**src/rtl/psd_pkg.sv**
```systemverilog
// ----------------------------------------------------------------------------
// psd_pkg: shared types and constants of the pairwise distance unit
// Transaction payloads, controller/datapath command and status groups,
// controller states, command codes and configuration register indexes.
// ----------------------------------------------------------------------------
package psd_pkg;

  localparam int POINT_W    = 6;
  localparam int AXIS_W     = 2;
  localparam int COORD_W    = 16;
  localparam int DIST_W     = 34;
  localparam int PTS_CFG_W  = 7;
  localparam int DIMS_CFG_W = 3;
  localparam int CFG_DATA_W = 7;
  localparam int CFG_IDX_W  = 1;

  localparam logic [PTS_CFG_W-1:0]  PTS_RESET  = 7'd64;
  localparam logic [DIMS_CFG_W-1:0] DIMS_RESET = 3'd2;

  localparam logic [DIST_W-1:0] DIST_MAX = {DIST_W{1'b1}};

  // Command codes of an input transaction.
  localparam logic CMD_LOAD = 1'b0;
  localparam logic CMD_ROW  = 1'b1;

  // Configuration register indexes.
  localparam logic [CFG_IDX_W-1:0] CFG_POINTS = 1'b0;
  localparam logic [CFG_IDX_W-1:0] CFG_DIMS   = 1'b1;

  typedef struct packed {
    logic                      command;
    logic [POINT_W-1:0]        point_index;
    logic [AXIS_W-1:0]         axis_index;
    logic signed [COORD_W-1:0] coordinate;
  } in_item_t;

  typedef struct packed {
    logic [POINT_W-1:0] row_index;
    logic [POINT_W-1:0] column_index;
    logic [DIST_W-1:0]  distance;
    logic               last_in_row;
  } out_item_t;

  typedef struct packed {
    logic write;      // store one coordinate
    logic start_row;  // capture row point and counts, clear column counter
    logic fetch;      // read the row point's coordinates
    logic latch_row;  // hold the row point's coordinates
    logic issue;      // read the next column point when the pipeline moves
  } cmd_t;

  typedef struct packed {
    logic adv;         // pipeline moves this cycle
    logic col_last;    // column counter is at the last point in use
    logic pipe_empty;  // no column in flight before the output register
  } status_t;

  typedef enum logic [2:0] {
    ST_IDLE,
    ST_FETCH,
    ST_LATCH,
    ST_RUN,
    ST_DRAIN
  } state_t;

endpackage

```
**src/rtl/psd_ctrl.sv**
```systemverilog
// ----------------------------------------------------------------------------
// psd_ctrl: sequencing of load and row transactions
// Accepts input transactions when idle and steps the datapath through the
// row fetch, the column walk and the final drain.
// ----------------------------------------------------------------------------
module psd_ctrl #(
  parameter int MAX_POINTS = 64,
  parameter int MAX_DIMS   = 4
) (
  input  logic              clk,
  input  logic              rst_n,
  input  logic              in_valid,
  output logic              in_ready,
  input  psd_pkg::in_item_t in_data,
  input  psd_pkg::status_t  status,
  output psd_pkg::cmd_t     cmd
);
  import psd_pkg::*;

  state_t state_r;
  state_t state_nxt;
  logic   point_ok;
  logic   axis_ok;

  assign point_ok = 32'(in_data.point_index) < MAX_POINTS;
  assign axis_ok  = 32'(in_data.axis_index) < MAX_DIMS;

  always_ff @(posedge clk) begin
    if (!rst_n) begin
      state_r <= ST_IDLE;
    end else begin
      state_r <= state_nxt;
    end
  end

  // In the idle state ready is high, so a valid input is an accepted one.
  always_comb begin
    state_nxt = state_r;
    cmd       = '0;
    in_ready  = 1'b0;
    unique case (state_r)
      ST_IDLE: begin
        in_ready = 1'b1;
        if (in_valid && point_ok) begin
          if (in_data.command == CMD_ROW) begin
            cmd.start_row = 1'b1;
            state_nxt     = ST_FETCH;
          end else if (axis_ok) begin
            cmd.write = 1'b1;
          end
        end
      end
      ST_FETCH: begin
        cmd.fetch = 1'b1;
        state_nxt = ST_LATCH;
      end
      ST_LATCH: begin
        cmd.latch_row = 1'b1;
        state_nxt     = ST_RUN;
      end
      ST_RUN: begin
        cmd.issue = 1'b1;
        if (status.adv && status.col_last) begin
          state_nxt = ST_DRAIN;
        end
      end
      ST_DRAIN: begin
        if (status.pipe_empty) begin
          state_nxt = ST_IDLE;
        end
      end
      default: begin
        state_nxt = ST_IDLE;
      end
    endcase
  end

endmodule

```
**config.mk**
```make
export PLATFORM = sky130hd
export DESIGN_NAME = psd_ctrl
export DESIGN_NICKNAME = d
export VERILOG_FILES = /design/src/rtl/psd_pkg.sv /design/src/rtl/psd_ctrl.sv
export SDC_FILE = /design/constraint.sdc
export NUM_CORES = 1
export LEC_CHECK = 0
export ABC_AREA = 1
export BUFFER_PORTS_ARGS = -buffer_cell sky130_fd_sc_hd__buf_2
export CORE_AREA = 10 10 47 49
export DETAILED_ROUTE_END_ITERATION = 10
export DIE_AREA = 0 0 57 59
export HOLD_SLACK_MARGIN = 0.02
export SETUP_SLACK_MARGIN = 0.3
export SYNTH_ARGS = -nofsm -noshare
export SYNTH_HDL_FRONTEND = slang
export SYNTH_SLANG_ARGS = --single-unit
```
**constraint.sdc**
```tcl
create_clock -name clk -period 1.3 [get_ports clk]
set_clock_uncertainty 0.05 [all_clocks]
set_input_delay 0.13 -clock clk [delete_from_list [all_inputs] [get_ports clk]]
set_output_delay 0.13 -clock clk [all_outputs]
set_load 0.01 [all_outputs]
```
==> results of run 1 <==
[worst max-delay path, cell delays in order, from the launching register on]
cell,delay [ns]
dfxtp_4,0.35
buf_6,0.10
nand2_2,0.06
nor2_4,0.17
buf_6,0.13
[Yosys cell counts]
cell type	number	area, um^2
nor2_2	2	12.51
dfxtp_1	3	60.06
inv_2	1	3.750
nand3_1	2	10.01
nor2_4	1	11.26
nand2_1	8	30.03
nand2_2	2	12.51
inv_1	6	22.52
o21bai_1	1	7.510
nor2_1	5	18.77
a31oi_1	1	6.260
nand3_2	2	20.02
[metrics by stage]
stage               setup TNS, ns  instances  area, um^2  total power, mW
detailed placement              0         62       304.0           0.6481
floorplan                       0         34       224.0           0.5139
finish                          0         72       430.4            1.135
global route            -0.007462         72       430.4            1.250
CTS                             0         72       402.9            1.059
global placement                0         62       304.0           0.6362
[final cells by class]
class,instances,area [um^2]
Inverter,7,26.28
Clock buffer,4,26.28
Sequential cell,3,68.82
Timing Repair Buffer,18,127.6
Multi-Input combinational cell,24,161.4
Tap cell,16,20.02
Fill cell,168,970.9
[kinds of logic (layout without fill, tap and decap cells)]
family / Yosys count / after routing / synth area share (%)
AO/OA/AOI/OAI: 2 / 2 / 6.399
buffers and inverters: 7 / 29 / 12.21
flip-flops: 3 / 3 / 27.91
AND/OR/NAND/NOR: 22 / 22 / 53.49
[layer usage]
metal  track usage (%)  up-vias  wire [um]
met2             8.062       12        365
met1             4.177      120        284
li1                  -      147          -
met3             3.648        2         82
met5                 0        -          0
met4             5.034        0         17
[final timing paths]
path,to,startpoint
setup / recovery,cmd[0],state_r[0]
hold reg to reg,state_r[1],state_r[1]
hold / removal,state_r[1],rst_n
setup reg to reg,state_r[0],state_r[2]
[placed cells by master (no fill, tap or decap), types with 2 or more instances in the layout]
| cell type | synthesis | layout |
|---|---|---|
| inv_1 | 6 | 4 |
| buf_4 | 0 | 5 |
| nor2_1 | 5 | 3 |
| dfxtp_4 | 0 | 2 |
| buf_2 | 0 | 9 |
| nand3_2 | 2 | 2 |
| nor2_4 | 1 | 2 |
| nor2_2 | 2 | 3 |
| nand2_1 | 8 | 6 |
| nand2_2 | 2 | 3 |
| buf_6 | 0 | 4 |
| inv_2 | 1 | 3 |
| clkbuf_4 | 0 | 3 |
[report_power, final]
group	switching [mW]	leakage, nW	internal [mW]
combinational	0.360	0.193	0.394
sequential	0.0590	0.0264	0.155
clock	0.0520	0.0150	0.115
[repair_timing]
| item | CTS | global route |
|---|---|---|
| gates resized for setup | 9 | 7 |
| hold buffers | 0 | 0 |
| pin swaps | 4 | 2 |
| setup endpoints to repair | 6 | 9 |
| buffers inserted | 6 | 0 |
==> results_dict.tcl, run 1 <==
set metrics [dict create \
    diodes 0 \
    drt_iter0_markers 3 \
    r2r_cells 7 \
    netlist_area_um2 215.2 \
    ir_drop_v 0.0006725 \
    syn-num-nets 65 \
    cts_tree "done" \
    maxCapViolations 0 \
    die-area_mm2 0.003363 \
    drc 0 \
    grt.overflow.total 0 \
    cp.arrival_ns 1.05 \
    rrSetupSlack_ns 0.16 \
    dr.pass1.iters 3 \
    syn_to_final_growth_pct 100.0 \
    portBuffers 12 \
    worst_setup_path_start_kind "register" \
    fin_crit_ns 1.231 \
    final_core_util_pct 30.71 \
    hold_viol_final 0 \
    viasPerCell 3.903 \
    yosys_warnings 0 \
    largest_reg_flops 3 \
    clock-sinks 3 \
    root_buffer "clkbuf_4" \
    max_slew_margin_pct 89.35 \
    grt_max_degree 5 \
    numCtsBuffers 3 \
    coreArea_mm2 0.001401 \
    wl_per_cell_um 10.39 \
    cp_data_required_time_ns 1.12 \
    die_width_um 57 \
    min_period_over_period_pct 94.68 \
    slew_violations 0 \
    reg_top3 "state_r x3" \
    io_pins 37 \
    clk_path_buf_depth 2 \
    die_y_um 59 \
    drive_gt1_share_pct 69.64 \
    yosysSeqAreaShare_pct 27.91 \
    rows 14 \
    grt_pass1_wl_mm 1.283 \
    yosysUniqueCellTypes 12 \
    setup_violations 0 \
    hpwl_um 508.3 \
    antenna_left 0 \
    final.setup.worst_slack_ns 0.06913 \
    endpoint_kind "output pin" \
    worstSetupPathType "register to output pin" \
    syn_inst 34 \
    status "completed" \
    layout.nets 88 \
    globalplace.congestion 0.7054 \
    wirelength_um 748 \
    grt_usage_pct 5.152 \
    vias 281 \
    power_density_mw_per_mm2 2637 \
    cts-htree-levels 1 \
    finalHoldWorstSlack_ns 0.07472 \
    max_flop_register "state_r" \
    hold_depth 3 \
    pre_cts_slack_ns 0.2231 \
    tightest_slew_ns 0.1594 \
    syn_avg_cell_area_um2 6.330 \
    start_util_pct 15.36 \
    rsz0062_at_grt "yes" \
    max_freq_mhz 812.4 \
    clkTransAtPathRegs_ns 0.04 \
    leakage_nw 0.2348 \
    insertion_delay_ns 0.24 \
    ys_ff_latch 3 \
    min_path_type "primary input to register" \
    critPathMaxFanout 3 \
    grt_pass1_vias 298 \
    antenna_found_initial 0 \
]
No activity file was read; power rests on OpenSTA's default activity.
==> inputs of run 2 (changes only) <==
--- a/config.mk
+++ b/config.mk
@@ -7,10 +7,14 @@
 export LEC_CHECK = 0
 export ABC_AREA = 1
 export BUFFER_PORTS_ARGS = -buffer_cell sky130_fd_sc_hd__buf_2
-export CORE_AREA = 10 10 47 49
+export CELL_PAD_IN_SITES_DETAIL_PLACEMENT = 2
+export CELL_PAD_IN_SITES_GLOBAL_PLACEMENT = 2
+export CORE_MARGIN = 10
+export CORE_UTILIZATION = 10
 export DETAILED_ROUTE_END_ITERATION = 10
-export DIE_AREA = 0 0 57 59
 export HOLD_SLACK_MARGIN = 0.02
+export PLACE_DENSITY_LB_ADDON = 0.1
+export RECOVER_POWER = 25
 export SETUP_SLACK_MARGIN = 0.3
 export SYNTH_ARGS = -nofsm -noshare
 export SYNTH_HDL_FRONTEND = slang
==> constraint.sdc (replaced) <==
create_clock -name clk -period 1.55 [get_ports clk]
set_clock_uncertainty 0.05 [all_clocks]
set_input_delay 0.155 -clock clk [delete_from_list [all_inputs] [get_ports clk]]
set_output_delay 0.155 -clock clk [all_outputs]
set_load 0.01 [all_outputs]
==> run 2 against run 1 <==
  * Worst hold slack better by 0.038 ns
  * Setup slack better by 0.18 ns
  * Die area is 31% higher
  * Utilization is 9.2 points lower
  * Wire length is 16% higher
  * Critical path depth is 2 higher
  * Cell count is 17% higher
  * Global-route usage is 0.52 points lower
  * Register-to-register slack better by 0.17 ns
  * Final area stayed put
  * Flip-flop and latch count stayed put
  * Total power is 17% lower
  * Critical path type unchanged
==> results_dict.tcl, run 2 (same netlist as run 1, synthesis figures left out) <==
set metrics [dict create \
    min_period_over_period_pct 83.77 \
    antenna_found_initial 0 \
    coreArea_mm2 0.002002 \
    final.setup.worst_slack_ns 0.2516 \
    clock-sinks 3 \
    hpwl_um 730.3 \
    r2r_cells 7 \
    drive_gt1_share_pct 64.91 \
    die-area_mm2 0.004408 \
    cts_tree "done" \
    pre_cts_slack_ns 0.3261 \
    hold_viol_final 0 \
    globalplace.congestion 0.6269 \
    max_slew_margin_pct 88.98 \
    finalHoldWorstSlack_ns 0.1132 \
    critPathMaxFanout 3 \
    tns_ns 0 \
    reg_top3 "state_r x3" \
    rsz0062_at_grt "yes" \
    largest_reg_flops 3 \
    drc 0 \
    max_freq_mhz 770.2 \
    final_common_cell "buf_2" \
    cp.arrival_ns 1.09 \
    diodes 0 \
    finalInstanceArea_um2 430.4 \
    grt_usage_pct 4.636 \
    rows 16 \
    finalNonFillerCells 84 \
    wl_per_cell_um 10.29 \
    slew_violations 0 \
    drt_iter0_markers 5 \
    portBuffers 12 \
    placedCellCount 73 \
    maxCapViolations 0 \
    place_area_um2 309.0 \
    clk_path_buf_depth 2 \
    grt_max_degree 5 \
    cts-htree-levels 1 \
    endpoint_kind "output pin" \
    die_width_um 66.39 \
    viasPerCell 3.548 \
    total_power_mw 0.9419 \
    grt_pass1_vias 320 \
    insertion_delay_ns 0.23 \
    holdBufCountCts 0 \
    hold_depth 3 \
    worst_setup_path_start_kind "register" \
    ir_drop_v 0.0005489 \
    dr.pass1.iters 3 \
    grt_pass1_wl_mm 1.490 \
    start_util_pct 10.75 \
    clkTransAtPathRegs_ns 0.03 \
    min_path_type "primary input to register" \
    numCtsBuffers 3 \
    vias 298 \
    layout.nets 89 \
    io_pins 37 \
    grt.overflow.total 0 \
    wirelength_um 864 \
    die_y_um 66.39 \
    cp_data_required_time_ns 1.34 \
    worstSetupPathType "register to output pin" \
    syn_to_final_growth_pct 100.0 \
    final_cell_mix "buf_2, nand2_1, buf_4" \
    leakage_nw 0.2370 \
    antenna_left 0 \
    max_flop_register "state_r" \
    setup_violations 0 \
    status "completed" \
    root_buffer "clkbuf_4" \
    power_density_mw_per_mm2 2188 \
    tightest_slew_ns 0.1650 \
    final_core_util_pct 21.50 \
    fin_crit_ns 1.298 \
]
## run 2: changes by cell type in the layout (fill, tap and decap cells not counted), sizes merged
cell,change
buf,+1
## run 2: timing repair
item                                    4_1_cts  5_1_grt
gates resized for setup                       6       10
endpoints found under the setup margin        5        6
setup buffers                                 4        3
pin swaps                                     1        4
## run 2: layer usage
metal / wire length, um / global-route usage, % / up-vias
met3: 32 / 2.542 / 2
met5: 0 / 0 / -
li1: - / - / 150
met2: 501 / 8.254 / 5
met4: 13 / 1.571 / 0
met1: 316 / 4.405 / 141
## run 2: worst paths after layout
path | from | slack, ns | end
max | state_r[0] | 0.25 | cmd[4]
min | rst_n | 0.11 | state_r[1]
max reg2reg | state_r[0] | 0.33 | state_r[0]
min reg2reg | state_r[1] | 0.48 | state_r[1]
## run 2: worst max-delay path, stage by stage (launching register included)
cell,delay (ns)
dfxtp_4,0.34
nor2_4,0.13
nand2_2,0.07
inv_2,0.06
nand2_2,0.04
nor2_1,0.09
buf_2,0.13
## run 2: final cells by class
class / instances / area (um^2)
multi-input cells: 24 / 143.9
repair buffers: 19 / 128.9
clock buffers: 4 / 26.28
flip-flops and latches: 3 / 71.32
fillers: 252 / 1572
inverters: 7 / 26.28
well taps: 27 / 33.78
## run 2: where the power goes
group / internal, mW / switching (mW) / leakage, nW
registers: 0.135 / 0.0510 / 0.0267
logic: 0.317 / 0.305 / 0.195
clock network: 0.0963 / 0.0384 / 0.0150
total: 0.547 / 0.394 / 0.237
==> inputs of run 3 (changes only) <==
--- a/config.mk
+++ b/config.mk
@@ -5,7 +5,7 @@
 export SDC_FILE = /design/constraint.sdc
 export NUM_CORES = 1
 export LEC_CHECK = 0
-export ABC_AREA = 1
+export ABC_AREA = 0
 export BUFFER_PORTS_ARGS = -buffer_cell sky130_fd_sc_hd__buf_2
 export CELL_PAD_IN_SITES_DETAIL_PLACEMENT = 2
 export CELL_PAD_IN_SITES_GLOBAL_PLACEMENT = 2
==> constraint.sdc (replaced) <==
create_clock -name clk -period 1.2 [get_ports clk]
set_clock_uncertainty 0.05 [all_clocks]
set_input_delay 0.12 -clock clk [delete_from_list [all_inputs] [get_ports clk]]
set_output_delay 0.12 -clock clk [all_outputs]
set_load 0.01 [all_outputs]
==> run 3 against run 2 <==
  * Synthesized cell count is 38% lower
  * Largest power group is now clock
  * Sequential share of layout area stayed put
  * Highest routed layer unchanged
  * Die area is 14% lower
  * Wire length is 7.6% lower
  * Critical path type unchanged
  * Sequential power is 29% lower
  * First-iteration DRC count is 100% lower
  * Global-route usage is 0.25 points higher
  * The flow now finishes with violations (negative setup slack)
==> results_dict.tcl, run 3 <==
set metrics [dict create \
    status "finished with violations" \
    violations "negative setup slack" \
    synth_compound_area_share_pct 16.55 \
    tns_ns -0.1587 \
    synth-adder-area-share_pct 0 \
    synthTopCellsByCount "nand2_1, dfxtp_1, nor3b_1, nor2_1" \
    rsz0062_at_grt "yes" \
    synth_edf_count 0 \
    cts-htree-levels 1 \
    grt_usage_pct 4.882 \
    grt_pass1_vias 278 \
    clk_path_buf_depth 2 \
    synthFlopType "dfxtp_1" \
    fin_crit_ns 1.262 \
    cp_cell_sequence "nor3_4, and3_4, buf_6" \
    setup_violations 4 \
    syn_to_final_growth_pct 147.5 \
    rows 15 \
    max_freq_mhz 792.3 \
    die_y_um 61.71 \
    clock-sinks 3 \
    yosysSeqAreaShare_pct 34.53 \
    grt_pass1_wl_mm 1.228 \
    rrSetupSlack_ns 0.04 \
    maxCapViolations 0 \
    synth_top_family_by_area "simple AND/OR/NAND/NOR gates" \
    tightest_slew_ns 0.3377 \
    slowest_delay_ns 0.35 \
    wl_per_cell_um 13.30 \
    diodes 0 \
    final.setup.worst_slack_ns -0.06211 \
    place_area_um2 276.5 \
    hold_viol_final 0 \
    ir_drop_v 0.0002405 \
    synthSimpleGateAreaFrac_pct 48.92 \
    insertion_delay_ns 0.24 \
    hpwl_um 558.7 \
    crit_slowest_cell "dfxtp_4" \
    path_delay_family "simple AND/OR/NAND/NOR gates" \
    final_cell_mix "buf_2, nand2_1, buf_6, buf_4" \
    cp.arrival_ns 1.09 \
    ys_ff_latch 3 \
    clkTransAtPathRegs_ns 0.04 \
    syn-num-nets 52 \
    yosysUniqueCellTypes 13 \
    cp-startpoint "state_r[2]" \
    worst_setup_path_start_kind "register" \
    finalNonFillerCells 60 \
    r2r_start "state_r[1]" \
    critical_path_buf_inv_count 1 \
    min_path_type "primary input to register" \
    max_flop_register "state_r" \
    layout.nets 75 \
    placedCellCount 50 \
    viasPerCell 4.383 \
    worstSetupPathType "register to output pin" \
    globalplace.congestion 0.7127 \
    cts_tree "done" \
    max_slew_margin_pct 77.43 \
    die-area_mm2 0.003808 \
    async_flop_share_pct 0 \
    wirelength_um 798 \
    yosysTopAreaCell "dfxtp_1" \
    power_density_mw_per_mm2 1146 \
    finalHoldWorstSlack_ns 0.09872 \
    yosysTopAreaCellShare_pct 34.53 \
    antenna_found_initial 0 \
    grt.overflow.total 0 \
    grt_max_degree 9 \
    start_util_pct 10.30 \
    reg_top3 "state_r x3" \
    numCtsBuffers 3 \
    slew_violations 0 \
    yosys_warnings 0 \
    timing.rr.end "state_r[2]" \
    leakage_nw 0.1884 \
    drc 0 \
    r2r_cells 5 \
    vias 263 \
    drt_iter0_markers 0 \
    root_buffer "clkbuf_4" \
    synth-xor-area-share_pct 0 \
    synth_top_cells_by_area "dfxtp_1, nor3b_1, nand2_1" \
    finalInstanceArea_um2 430.4 \
    drive_gt1_share_pct 79.07 \
    antenna_left 0 \
    io_pins 37 \
    synth_most_common_cell "nand2_1" \
    coreArea_mm2 0.001689 \
    hold_depth 2 \
    netlist_area_um2 173.9 \
    final_common_cell "buf_2" \
    endpoint_kind "output pin" \
    endpoint "cmd[3]" \
    syn_inst 21 \
    cp_data_required_time_ns 1.03 \
    portBuffers 12 \
    syn_avg_cell_area_um2 8.282 \
    largest_reg_flops 3 \
    muxShareOfSynthArea_pct 0 \
    die_width_um 61.71 \
    critical_path_cell_count 3 \
    pre_cts_slack_ns 0.1060 \
    critPathMaxFanout 3 \
    min_period_over_period_pct 105.2 \
    dr.pass1.iters 1 \
]
run 3: changes by cell type after synthesis, sizes merged, moves of 3 or more:
cell | previous run | this run
inv | 7 | 0
nand2 | 10 | 4
nand3 | 4 | 0
nor2 | 8 | 2
nor3b | 0 | 3
run 3: power breakdown:
part           switching, mW  leakage (nW)  internal [mW]
Combinational         0.0718         0.147          0.107
Sequential            0.0216        0.0267          0.110
Clock                 0.0576        0.0150          0.125
Total                  0.151         0.188          0.342
run 3: logic make-up after synthesis:
family	Yosys count
AND/OR/NAND/NOR	14
flip-flops	3
AO/OA/AOI/OAI	4
run 3: worst register-to-register path, cell delays in order (launching register included):
cell	delay, ns
dfxtp_4	0.35
buf_12	0.13
and3b_2	0.21
buf_4	0.14
a31oi_4	0.11
nor2_1	0.05
run 3: metrics by stage:
step / total power, mW / util, %
floorplan: 0.1884 / -
global placement: 0.2374 / 16.37
detailed placement: 0.2396 / 16.37
CTS: 0.4750 / 22.74
global route: 0.5254 / 25.48
finish: 0.4933 / 25.48
run 3: cell type report:
type,instances,area (um^2)
multi-input cells,18,171.4
well taps,17,21.27
flip-flops and latches,3,71.32
clock buffers,4,26.28
fillers,199,1259
repair buffers,18,140.1
run 3: worst min path at each step:
stage | end | start
after global routing | state_r[1] | rst_n
after detailed placement | state_r[1] | rst_n
final | state_r[1] | rst_n
after CTS | state_r[1] | rst_n
after global placement | state_r[1] | rst_n
after floorplan | cmd[4] | in_data[24]
run 3: timing repair:
| action | 4_1_cts | 5_1_grt |
|---|---|---|
| setup endpoints to repair | 8 | 9 |
| pin swaps | 4 | 3 |
| hold buffers | 0 | 0 |
| resized for setup | 8 | 5 |
| setup buffers | 4 | 2 |
| hold endpoints to repair | 0 | 0 |
run 3: routing by layer:
layer | GRT usage (%) | part of all wire, % | wire length [um] | vias to the layer above
met5 | 0 | 0 | 0 | -
met4 | 6.688 | 2.0 | 16 | 0
met1 | 4.051 | 34 | 274 | 126
met2 | 6.735 | 53 | 426 | 12
met3 | 3.252 | 10 | 81 | 2
li1 | - | - | - | 123
